**src/rtl/r2yc_ram.sv**
```systemverilog
module r2yc_ram #(
	parameter int WIDTH = 8,
	parameter int DEPTH = 16,
	localparam int AW = (DEPTH > 1) ? $clog2(DEPTH) : 1
) (
	input  logic             clk,
	input  logic             wr_en,
	input  logic [AW-1:0]    wr_addr,
	input  logic [WIDTH-1:0] wr_data,
	input  logic             rd_en,
	input  logic [AW-1:0]    rd_addr,
	output logic [WIDTH-1:0] rd_data
);

	logic [WIDTH-1:0] mem [DEPTH];

	// Write port, registered read port that holds when not enabled
	always_ff @(posedge clk) begin
		if (wr_en) begin
			mem[wr_addr] <= wr_data;
		end
		if (rd_en) begin
			rd_data <= mem[rd_addr];
		end
	end

endmodule

```
**config.mk**
```make
export PLATFORM = sky130hd
export DESIGN_NAME = r2yc_ram
export DESIGN_NICKNAME = d
export VERILOG_FILES = /design/src/rtl/r2yc_ram.sv
export SDC_FILE = /design/constraint.sdc
export NUM_CORES = 1
export LEC_CHECK = 0
export BUFFER_PORTS_ARGS = -buffer_cell sky130_fd_sc_hd__buf_2
export CAP_MARGIN = 20
export CORE_MARGIN = 4
export CORE_UTILIZATION = 55
export CTS_CLUSTER_SIZE = 20
export DETAILED_ROUTE_END_ITERATION = 10
export GPL_TIMING_DRIVEN = 0
export HOLD_SLACK_MARGIN = 0.1
export PLACE_DENSITY = 0.8
export SETUP_SLACK_MARGIN = 0.5
export SLEW_MARGIN = 20
export SYNTH_ARGS = -nofsm -noshare
export SYNTH_HDL_FRONTEND = slang
export SYNTH_SLANG_ARGS = --single-unit
```
**constraint.sdc**
```tcl
create_clock -name clk -period 2.22 [get_ports clk]
set_input_delay 0.111 -clock clk [delete_from_list [all_inputs] [get_ports clk]]
set_output_delay 0.111 -clock clk [all_outputs]
set_load 0.01 [all_outputs]
```
==> results of run 1 <==
-- report_power, final --
part | internal (mW) | switching (mW) | leakage [nW]
Combinational | 0.122 | 0.168 | 0.564
Sequential | 2.89 | 0.0130 | 1.24
Clock | 1.79 | 0.949 | 0.285
Total | 4.81 | 1.13 | 2.09
-- worst max path at each step --
stage	start	to	slack, ps
after global placement	wr_addr[2]	mem[0][4]	80
after global routing	mem[5][0]	rd_data[0]	590
after floorplan	wr_addr[2]	mem[0][0]	620
final	mem[5][0]	rd_data[0]	680
after CTS	mem[5][0]	rd_data[0]	630
after detailed placement	wr_addr[2]	mem[3][4]	440
-- worst max-delay path, cell delays in order (launching register included) --
cell	delay (ps)
edfxtp_1	350
mux4_1	540
a22oi_1	270
nand2_1	120
-- repair_timing --
| item | 4_1_cts | 5_1_grt |
|---|---|---|
| endpoints found under the hold margin | 136 | 0 |
| hold buffers | 9 | 0 |
| setup endpoints to repair | 0 | 0 |
-- layer usage --
layer / GRT usage (%) / vias up
met5: 0 / -
met4: 5.55 / 0
met3: 5.57 / 10
met2: 31.7 / 116
met1: 27.5 / 1320
li1: - / 1087
-- logic make-up after synthesis --
kind of cell | share of synthesized area [%]
buffers and inverters | 1.65
muxes | 14.8
and+or+nand+nor | 3.14
DFF | 78.1
AOI/OAI and AO/OA | 2.30
-- metrics by stage --
stage / cell area (µm²) / hold WS [ps] / instances
final: 6200 / 139 / 423
after detailed placement: 5530 / 460 / 384
after global routing: 6200 / 134 / 423
after CTS: 6200 / 124 / 423
after floorplan: 5230 / 210 / 229
after global placement: 5510 / 443 / 383
-- cells in the mapped netlist, drive strengths merged --
master,instances,area [µm²]
buf,7,56.3
nor2,13,48.8
nand3,1,5.00
mux4,32,773
clkdlybuf4s25,3,30.0
or3b,1,8.76
nand3b,2,15.0
and2b,1,7.51
nand2,9,33.8
nor3,4,20.0
nor2b,1,6.26
and2,1,6.26
edfxtp,136,4080
a22oi,16,120
nand2b,2,12.5
-- registers in the layout, summed over array words and instances (netlist names) --
signal,cells
mem,128
rd_data,8
-- layout make-up --
type                    count  share of cell area (%)
flip-flops and latches    136                    65.8
plain buffers              10                    1.39
clock inverters            11                    2.52
repair buffers             35                    3.55
multi-input cells          83                    17.3
clock buffers              19                    6.80
well taps                 129                    2.60
==> impl_metrics.py, run 1 <==
metrics = {
    "floorplan": {
        "initial_core_util_pct": 56.6,
        "core_area_um2": 9240,
        "ioPinCount": 27,
        "row_count": 35,
        "die_w_um": 105,
        "fp.dieH_um": 105,
        "dieArea_um2": 11100,
    },
    "synth": {
        "synth-seq-area-share_pct": 78.1,
        "synthesis.area_um2": 5230,
        "synth-seq-cells": 136,
        "syn_inst": 229,
        "synth_cell_types": 18,
        "avgSynthCellArea_um2": 22.8,
        "syn_nets": 248,
        "yosys_warnings": 0,
    },
    "routing": {
        "dr.pass1.iters": 6,
        "m1WireLength_um": 4120,
        "route.met3.wl_um": 678,
        "viasPerCell": 5.99,
        "wl_met2_um": 5220,
        "vias": 2533,
        "drt-total-wl_um": 10100,
        "drc": 0,
        "drtAntennaViolNets": 0,
        "wire_per_inst_um": 23.9,
        "topRoutingLayerUsed": "met4",
        "first_iter_violations": 221,
    },
    "clocking": {
        "path_clk_slew_ps": 60,
        "clk_latency_ps": 520,
        "clk_path_buf_depth": 2,
        "cts_tree": "done",
        "cts_buffers": 17,
        "cts_root_buf": "clkbuf_8",
        "cts_setup_buffers": 0,
        "cts_max_level": 4,
        "cts.sinks": 136,
        "cts_resized": 0,
    },
    "worst_hold_path": {
        "hold_path_startpoint": "wr_addr[0]",
        "min_path_cells": 2,
        "worstHoldEndpoint": "mem[4][2]",
        "hp-class": "in -> reg",
    },
    "placed_design": {
        "dp_hpwl_um": 6010,
        "dp_slack_ps": 435,
        "io_buffers": 25,
        "gp_congestion": 0.733,
    },
    "final_layout": {
        "final_common_cell": "edfxtp_1",
        "n_antenna_cell": 0,
        "multi_input_area_um2": 1070,
        "drive_above_1_share_pct": 28.9,
        "mostFrequentLayoutCells": "edfxtp_1, buf_2, mux4_2, a22oi_1, clkbuf_16",
        "area_growth_pct": 18.6,
        "nets": 302,
        "final.fill_count": 593,
        "seq_area_um2": 4080,
        "utilization_pct": 67.1,
    },
    "grt": {
        "antenna_found_initial": 0,
        "grt_pass1_wl_um": 15600,
        "grt_max_degree": 17,
        "grt_pass1_vias": 2568,
        "grt_util_all_layers_pct": 19.9,
        "grt.overflow.total": 0,
    },
    "timing": {
        "finalCriticalPeriod_ps": 1540,
        "fin_crit_sh_pct": 69.5,
        "rsz0062_at_grt": "false",
        "setup_violations": 0,
        "tightestPinTransition_ps": 842,
        "skew_ps": 5.87,
        "hold_viol_final": 0,
        "slew_headroom_pct": 43.7,
        "layout_setup_ws_ps": 676,
        "drv_slew": 0,
        "clock.fmax_mhz": 648,
        "setup_tns_ps": 0,
    },
    "setup_path": {
        "reg2reg_from": "mem[5][0]",
        "r2r-end": "rd_data[0]",
        "crit_path_start_kind": "flop",
        "end_kind": "flop",
        "path_class": "reg -> reg",
        "critPathMaxFanout": 1,
        "r2r_slack_ps": 680,
        "reg2regPathDepth": 3,
        "arrival_ps": 1790,
        "critPathRequiredTime_ps": 2470,
    },
    "pwr": {
        "leakage_nw": 2.09,
        "powerDensity_nw_per_um2": 958,
        "p_total_mw": 5.94,
        "irDropWorstVdd_uv": 650,
    },
    "flow_run": {
        "cap_violations": 0,
    },
    "outcome": {
        "status": "finished, final reports clean",
    },
}
Note: power is estimated with default switching activity, not from simulation.
==> run 2, diff against run 1 <==
==> constraint.sdc (replaced) <==
create_clock -name clk -period 1.6 [get_ports clk]
set_input_delay 0.08 -clock clk [delete_from_list [all_inputs] [get_ports clk]]
set_output_delay 0.08 -clock clk [all_outputs]
set_load 0.01 [all_outputs]
==> run 2 against run 1 <==
  * Sequential power increased by 38%
  * Worst setup slack got worse by 510 ps
  * Global-route usage decreased by 0.20 points
  * Maximum frequency increased by 8.0%
  * Largest cell class unchanged
  * Clock power increased by 25%
  * Non-clock buffer count increased by 1
  * Via count decreased by 2.6%
  * Largest power group unchanged
  * Total power increased by 33%
  * Clock skew increased by 0.63 ps
==> impl_metrics.py, run 2 (same netlist as run 1, synthesis figures left out) <==
metrics = {
    "setup_path": {
        "crit_slowest_cell": "mux4_2",
        "cp.buffers_inverters": 0,
        "critPathMaxFanout": 1,
        "critical-path-top-delay-family": "multiplexers",
        "crit_path_start_kind": "flop",
        "worst_path_largest_cell_delay_ps": 530,
        "critPathRequiredTime_ps": 1860,
        "path_class": "reg -> reg",
        "end_kind": "flop",
        "crit_chain": "mux4_2, a22oi_2, nand2_1",
        "arrival_ps": 1690,
    },
    "routing": {
        "viasPerCell": 5.79,
        "drtAntennaViolNets": 0,
        "first_iter_violations": 321,
        "vias": 2468,
        "drt-total-wl_um": 9950,
        "dr.pass1.iters": 5,
        "drc": 0,
        "wire_per_inst_um": 23.4,
    },
    "clocking": {
        "postCtsHoldBufs": 10,
        "clk_latency_ps": 510,
        "cts_tree": "done",
        "path_clk_slew_ps": 60,
        "cts.sinks": 136,
        "cts_max_level": 4,
        "cts_root_buf": "clkbuf_8",
        "clk_path_buf_depth": 2,
        "cts_buffers": 17,
    },
    "grt": {
        "grt.overflow.total": 0,
        "gr-usage-met1_pct": 27.5,
        "grt_max_degree": 17,
        "grt_busiest_layer": "met2",
        "grt_pass1_vias": 2585,
        "met2_usage_pct": 29.9,
        "grt_pass1_wl_um": 15400,
        "antenna_found_initial": 0,
        "grt_util_all_layers_pct": 19.7,
        "grt_use_met3_pct": 6.00,
    },
    "placed_design": {
        "placed_cell_area_um2": 5550,
        "place_inst": 383,
        "io_buffers": 25,
        "gp_congestion": 0.729,
        "dp_hpwl_um": 5990,
    },
    "final_layout": {
        "n_antenna_cell": 0,
        "multi_input_area_um2": 1100,
        "area_growth_pct": 19.4,
        "final.fill_count": 568,
        "final_cell_count_no_fill": 426,
        "fin_area_um2": 6240,
        "largestRegisters": "mem: 128 flops, rd_data: 8 flops",
        "seq_area_um2": 4080,
        "nets": 303,
        "drive_above_1_share_pct": 38.7,
        "final_common_cell": "edfxtp_1",
        "largest_reg_flops": 128,
        "regMostFlops": "mem",
        "utilization_pct": 67.6,
        "mostFrequentLayoutCells": "edfxtp_1, mux4_2, buf_2, clkbuf_16, dlygate4sd3_1",
    },
    "timing": {
        "hold_viol_final": 0,
        "skew_ps": 6.49,
        "setup_violations": 0,
        "slew_headroom_pct": 46.3,
        "clock.fmax_mhz": 699,
        "setup_tns_ps": 0,
        "drv_slew": 0,
        "tightestPinTransition_ps": 803,
        "finalCriticalPeriod_ps": 1430,
        "fin_crit_sh_pct": 89.4,
        "rsz0062_at_grt": "true",
    },
    "outcome": {
        "status": "finished, final reports clean",
    },
    "flow_run": {
        "cap_violations": 0,
    },
    "pwr": {
        "p_sw_mw": 1.67,
        "clkPwrFrac_pct": 43.4,
        "p_int_mw": 6.24,
        "pwr-share-seq_pct": 51.0,
        "p_total_mw": 7.91,
        "powerDensity_nw_per_um2": 1270,
        "leakage_nw": 2.02,
        "p_sw_share_pct": 21.1,
        "pwr-share-comb_pct": 5.6,
        "irDropWorstVdd_uv": 674,
    },
    "floorplan": {
        "core_area_um2": 9240,
        "row_count": 35,
        "dieArea_um2": 11100,
        "initial_core_util_pct": 56.6,
        "fp.dieH_um": 105,
        "die_w_um": 105,
        "ioPinCount": 27,
    },
    "worst_hold_path": {
        "hp-class": "in -> reg",
    },
}
## run 2: cell count changes in the layout (fill, tap and decap cells not counted), moves of 2 or more
| cell | change |
|---|---|
| bufinv_16 | -3 |
| a22oi_2 | +9 |
| clkinv_4 | +2 |
| clkinvlp_4 | +3 |
| nor2_4 | +3 |
| mux4_2 | +14 |
| buf_6 | -3 |
| nor2_1 | -4 |
| a22oi_1 | -9 |
| mux4_1 | -14 |
| buf_12 | +4 |
## run 2: what timing repair did
item | CTS | global route
endpoints found under the hold margin | 144 | 15
setup buffers | 0 | 1
resized for setup | 6 | 4
endpoints found under the setup margin | 16 | 32
pin swaps | 0 | 3
## run 2: worst reg2reg max path, cell delays in order (launching register included)
cell and delay [ps]:
edfxtp_1 400, mux4_2 530, a22oi_2 190, nand2_1 70
## run 2: power groups by stage
stage | clock (mW) | sequential, mW | combinational [mW]
after floorplan | 0 | 4.11 | 0.228
after global placement | 0 | 4.10 | 0.394
after detailed placement | 0 | 4.11 | 0.407
after CTS | 3.47 | 4.04 | 0.440
after global routing | 3.65 | 4.04 | 0.479
final | 3.43 | 4.03 | 0.444
## run 2: final cells by class
cell class              count  share of cell area (%)
plain buffers              10                    1.92
clock buffers              18                    6.69
clock inverters            14                    1.76
multi-input cells          83                    17.7
flip-flops and latches    136                    65.4
well taps                 129                    2.59
repair buffers             36                    3.93
## run 2: path summary, 6_finish.rpt
check / from / end / slack, ps / cells after the start
worst max register to register: mem[4][3] / rd_data[3] / 170 / 3
worst min register to register: mem[10][4] / rd_data[4] / 770 / 3
worst min-delay path: wr_addr[1] / mem[12][3] / 100 / 2
worst max-delay path: mem[4][3] / rd_data[3] / 170 / 3
## run 2: per-layer routing
layer / wire length (µm) / up-vias
li1: - / 1076
met1: 4140 / 1271
met2: 5050 / 109
met3: 632 / 12
met4: 136 / 0
met5: 0 / -
## run 2: through the flow
stage,hold slack [ps],setup WS [ps]
after CTS,62.5,170
after global placement,412,60.1
after global routing,69.2,127
after detailed placement,427,60.6
after floorplan,179,318
final,97.9,170
==> run 3, diff against run 2 <==
--- a/config.mk
+++ b/config.mk
@@ -7,13 +7,14 @@
 export LEC_CHECK = 0
 export BUFFER_PORTS_ARGS = -buffer_cell sky130_fd_sc_hd__buf_2
 export CAP_MARGIN = 20
-export CORE_MARGIN = 4
-export CORE_UTILIZATION = 55
+export CORE_MARGIN = 5
+export CORE_UTILIZATION = 49
+export CTS_CLUSTER_DIAMETER = 120
 export CTS_CLUSTER_SIZE = 20
 export DETAILED_ROUTE_END_ITERATION = 10
 export GPL_TIMING_DRIVEN = 0
 export HOLD_SLACK_MARGIN = 0.1
-export PLACE_DENSITY = 0.8
+export PLACE_DENSITY = 0.73
 export SETUP_SLACK_MARGIN = 0.5
 export SLEW_MARGIN = 20
 export SYNTH_ARGS = -nofsm -noshare
==> run 3 against run 2 <==
  * Sequential cell count stayed put
  * Critical path depth did not move
  * Final area fell by 0.94%
  * Clock power is 5% lower
  * Sequential power about the same
  * Count of clock-buffer cells in the layout increased by 1
  * Final cell count grew 1.2%
  * Via count decreased by 2.1%
  * Largest cell class unchanged
  * Highest routed layer unchanged
==> impl_metrics.py, run 3 (same netlist as run 1, synthesis figures left out) <==
metrics = {
    "floorplan": {
        "core_area_um2": 10400,
        "dieArea_um2": 12800,
        "ioPinCount": 27,
        "fp.dieH_um": 113,
        "initial_core_util_pct": 50.4,
        "row_count": 37,
        "die_w_um": 113,
    },
    "final_layout": {
        "fin_area_um2": 6180,
        "drive_above_1_share_pct": 37.3,
        "largest_reg_flops": 128,
        "area_growth_pct": 18.3,
        "n_antenna_cell": 0,
        "regMostFlops": "mem",
        "final_common_cell": "edfxtp_1",
        "nets": 301,
        "largestRegisters": "mem: 128 flops, rd_data: 8 flops",
        "utilization_pct": 59.6,
        "final_cell_count_no_fill": 431,
        "mostFrequentLayoutCells": "edfxtp_1, mux4_2, buf_2, clkbuf_16, nor2_1",
    },
    "pwr": {
        "leakage_nw": 2.00,
        "pwr-share-comb_pct": 5.6,
        "p_sw_share_pct": 21.3,
        "pwr-share-seq_pct": 52.1,
        "irDropWorstVdd_uv": 732,
        "p_int_mw": 6.09,
        "powerDensity_nw_per_um2": 1250,
        "p_sw_mw": 1.64,
        "clkPwrFrac_pct": 42.2,
    },
    "setup_path": {
        "critPathMaxFanout": 1,
        "crit_path_start_kind": "flop",
        "end_kind": "flop",
        "reg2regPathDepth": 3,
        "r2r_slack_ps": 150,
        "arrival_ps": 1700,
        "reg2reg_from": "mem[7][4]",
        "critical-path-top-delay-family": "multiplexers",
        "path_class": "reg -> reg",
        "crit_chain": "mux4_2, a22oi_2, nand2_1",
        "crit_slowest_cell": "mux4_2",
        "worst_path_largest_cell_delay_ps": 520,
        "cp.buffers_inverters": 0,
        "critPathRequiredTime_ps": 1850,
        "r2r-end": "rd_data[4]",
    },
    "grt": {
        "antenna_found_initial": 0,
        "grt_max_degree": 17,
        "grt_use_met3_pct": 4.17,
        "met2_usage_pct": 23.9,
        "grt_pass1_wl_um": 14500,
        "gr-usage-met1_pct": 22.9,
        "grt_pass1_vias": 2456,
        "grt.overflow.total": 0,
        "grt_util_all_layers_pct": 15.9,
        "grt_busiest_layer": "met2",
    },
    "timing": {
        "slew_headroom_pct": 48.4,
        "setup_violations": 0,
        "rsz0062_at_grt": "true",
        "fin_crit_sh_pct": 90.8,
        "layout_setup_ws_ps": 148,
        "hold_viol_final": 0,
        "skew_ps": 4.53,
        "drv_slew": 0,
        "finalCriticalPeriod_ps": 1450,
        "clock.fmax_mhz": 689,
        "setup_tns_ps": 0,
        "tightestPinTransition_ps": 771,
    },
    "routing": {
        "viasPerCell": 5.61,
        "wire_per_inst_um": 22.0,
        "drtAntennaViolNets": 0,
        "first_iter_violations": 138,
        "dr.pass1.iters": 4,
        "drc": 0,
        "vias": 2416,
        "drt-total-wl_um": 9480,
    },
    "flow_run": {
        "cap_violations": 0,
    },
    "clocking": {
        "cts_setup_buffers": 0,
        "postCtsHoldBufs": 9,
        "path_clk_slew_ps": 60,
        "clk_latency_ps": 510,
        "cts_tree": "done",
        "cts_root_buf": "clkbuf_8",
        "cts_buffers": 17,
        "cts.sinks": 136,
        "clk_path_buf_depth": 2,
        "cts_max_level": 4,
    },
    "placed_design": {
        "dp_slack_ps": 14.8,
        "io_buffers": 25,
        "dp_hpwl_um": 6030,
        "placed_cell_area_um2": 5560,
        "gp_congestion": 0.748,
        "place_inst": 390,
    },
    "worst_hold_path": {
        "worstHoldEndpoint": "mem[0][6]",
        "hold_path_startpoint": "wr_addr[1]",
        "hp-class": "in -> reg",
        "min_path_cells": 2,
    },
    "outcome": {
        "status": "finished, final reports clean",
    },
}
## run 3: what timing repair did
item / 4_1_cts / 5_1_grt
setup endpoints to repair: 15 / 16
cloned: 0 / 0
resized for setup: 5 / 2
pin swaps: 0 / 6
hold endpoints to repair: 144 / 8
## run 3: metrics by stage
step	total power [mW]	hold slack, ps
6_report	7.73	85.6
5_1_grt	7.98	77.8
4_1_cts	7.78	77.5
3_5_place_dp	4.52	419
3_3_place_gp	4.50	409
2_1_floorplan	4.34	179
## run 3: layer usage
metal	wire (µm)	part of all wire, %
met1	4090	43
met2	4650	49
met3	584	6.2
met4	159	1.7
met5	0	0
## run 3: worst max-delay path by stage
stage,start,endpoint,slack [ps],cells after the start
CTS,mem[3][0],rd_data[0],160,3
global route,mem[7][2],rd_data[2],130,3
floorplan,rd_addr[0],rd_data[1],320,5
detailed placement,rd_addr[1],rd_data[2],10,5
finish,mem[7][4],rd_data[4],150,3
global placement,rd_addr[1],rd_data[2],20,5
## run 3: cell type report
| type | instances | area (µm²) |
|---|---|---|
| Timing Repair Buffer | 34 | 215 |
| Multi-Input combinational cell | 83 | 1090 |
| Clock buffer | 19 | 422 |
| Tap cell | 136 | 170 |
| Clock inverter | 13 | 81.3 |
| Sequential cell | 136 | 4080 |
| Buffer | 10 | 120 |
| Fill cell | 738 | 4190 |
## run 3: power groups by stage
| stage | Sequential, mW | Clock (mW) | Combinational (mW) |
|---|---|---|---|
| floorplan | 4.11 | 0 | 0.228 |
| global placement | 4.10 | 0 | 0.398 |
| detailed placement | 4.11 | 0 | 0.409 |
| CTS | 4.03 | 3.31 | 0.437 |
| global route | 4.04 | 3.48 | 0.466 |
| finish | 4.03 | 3.27 | 0.435 |
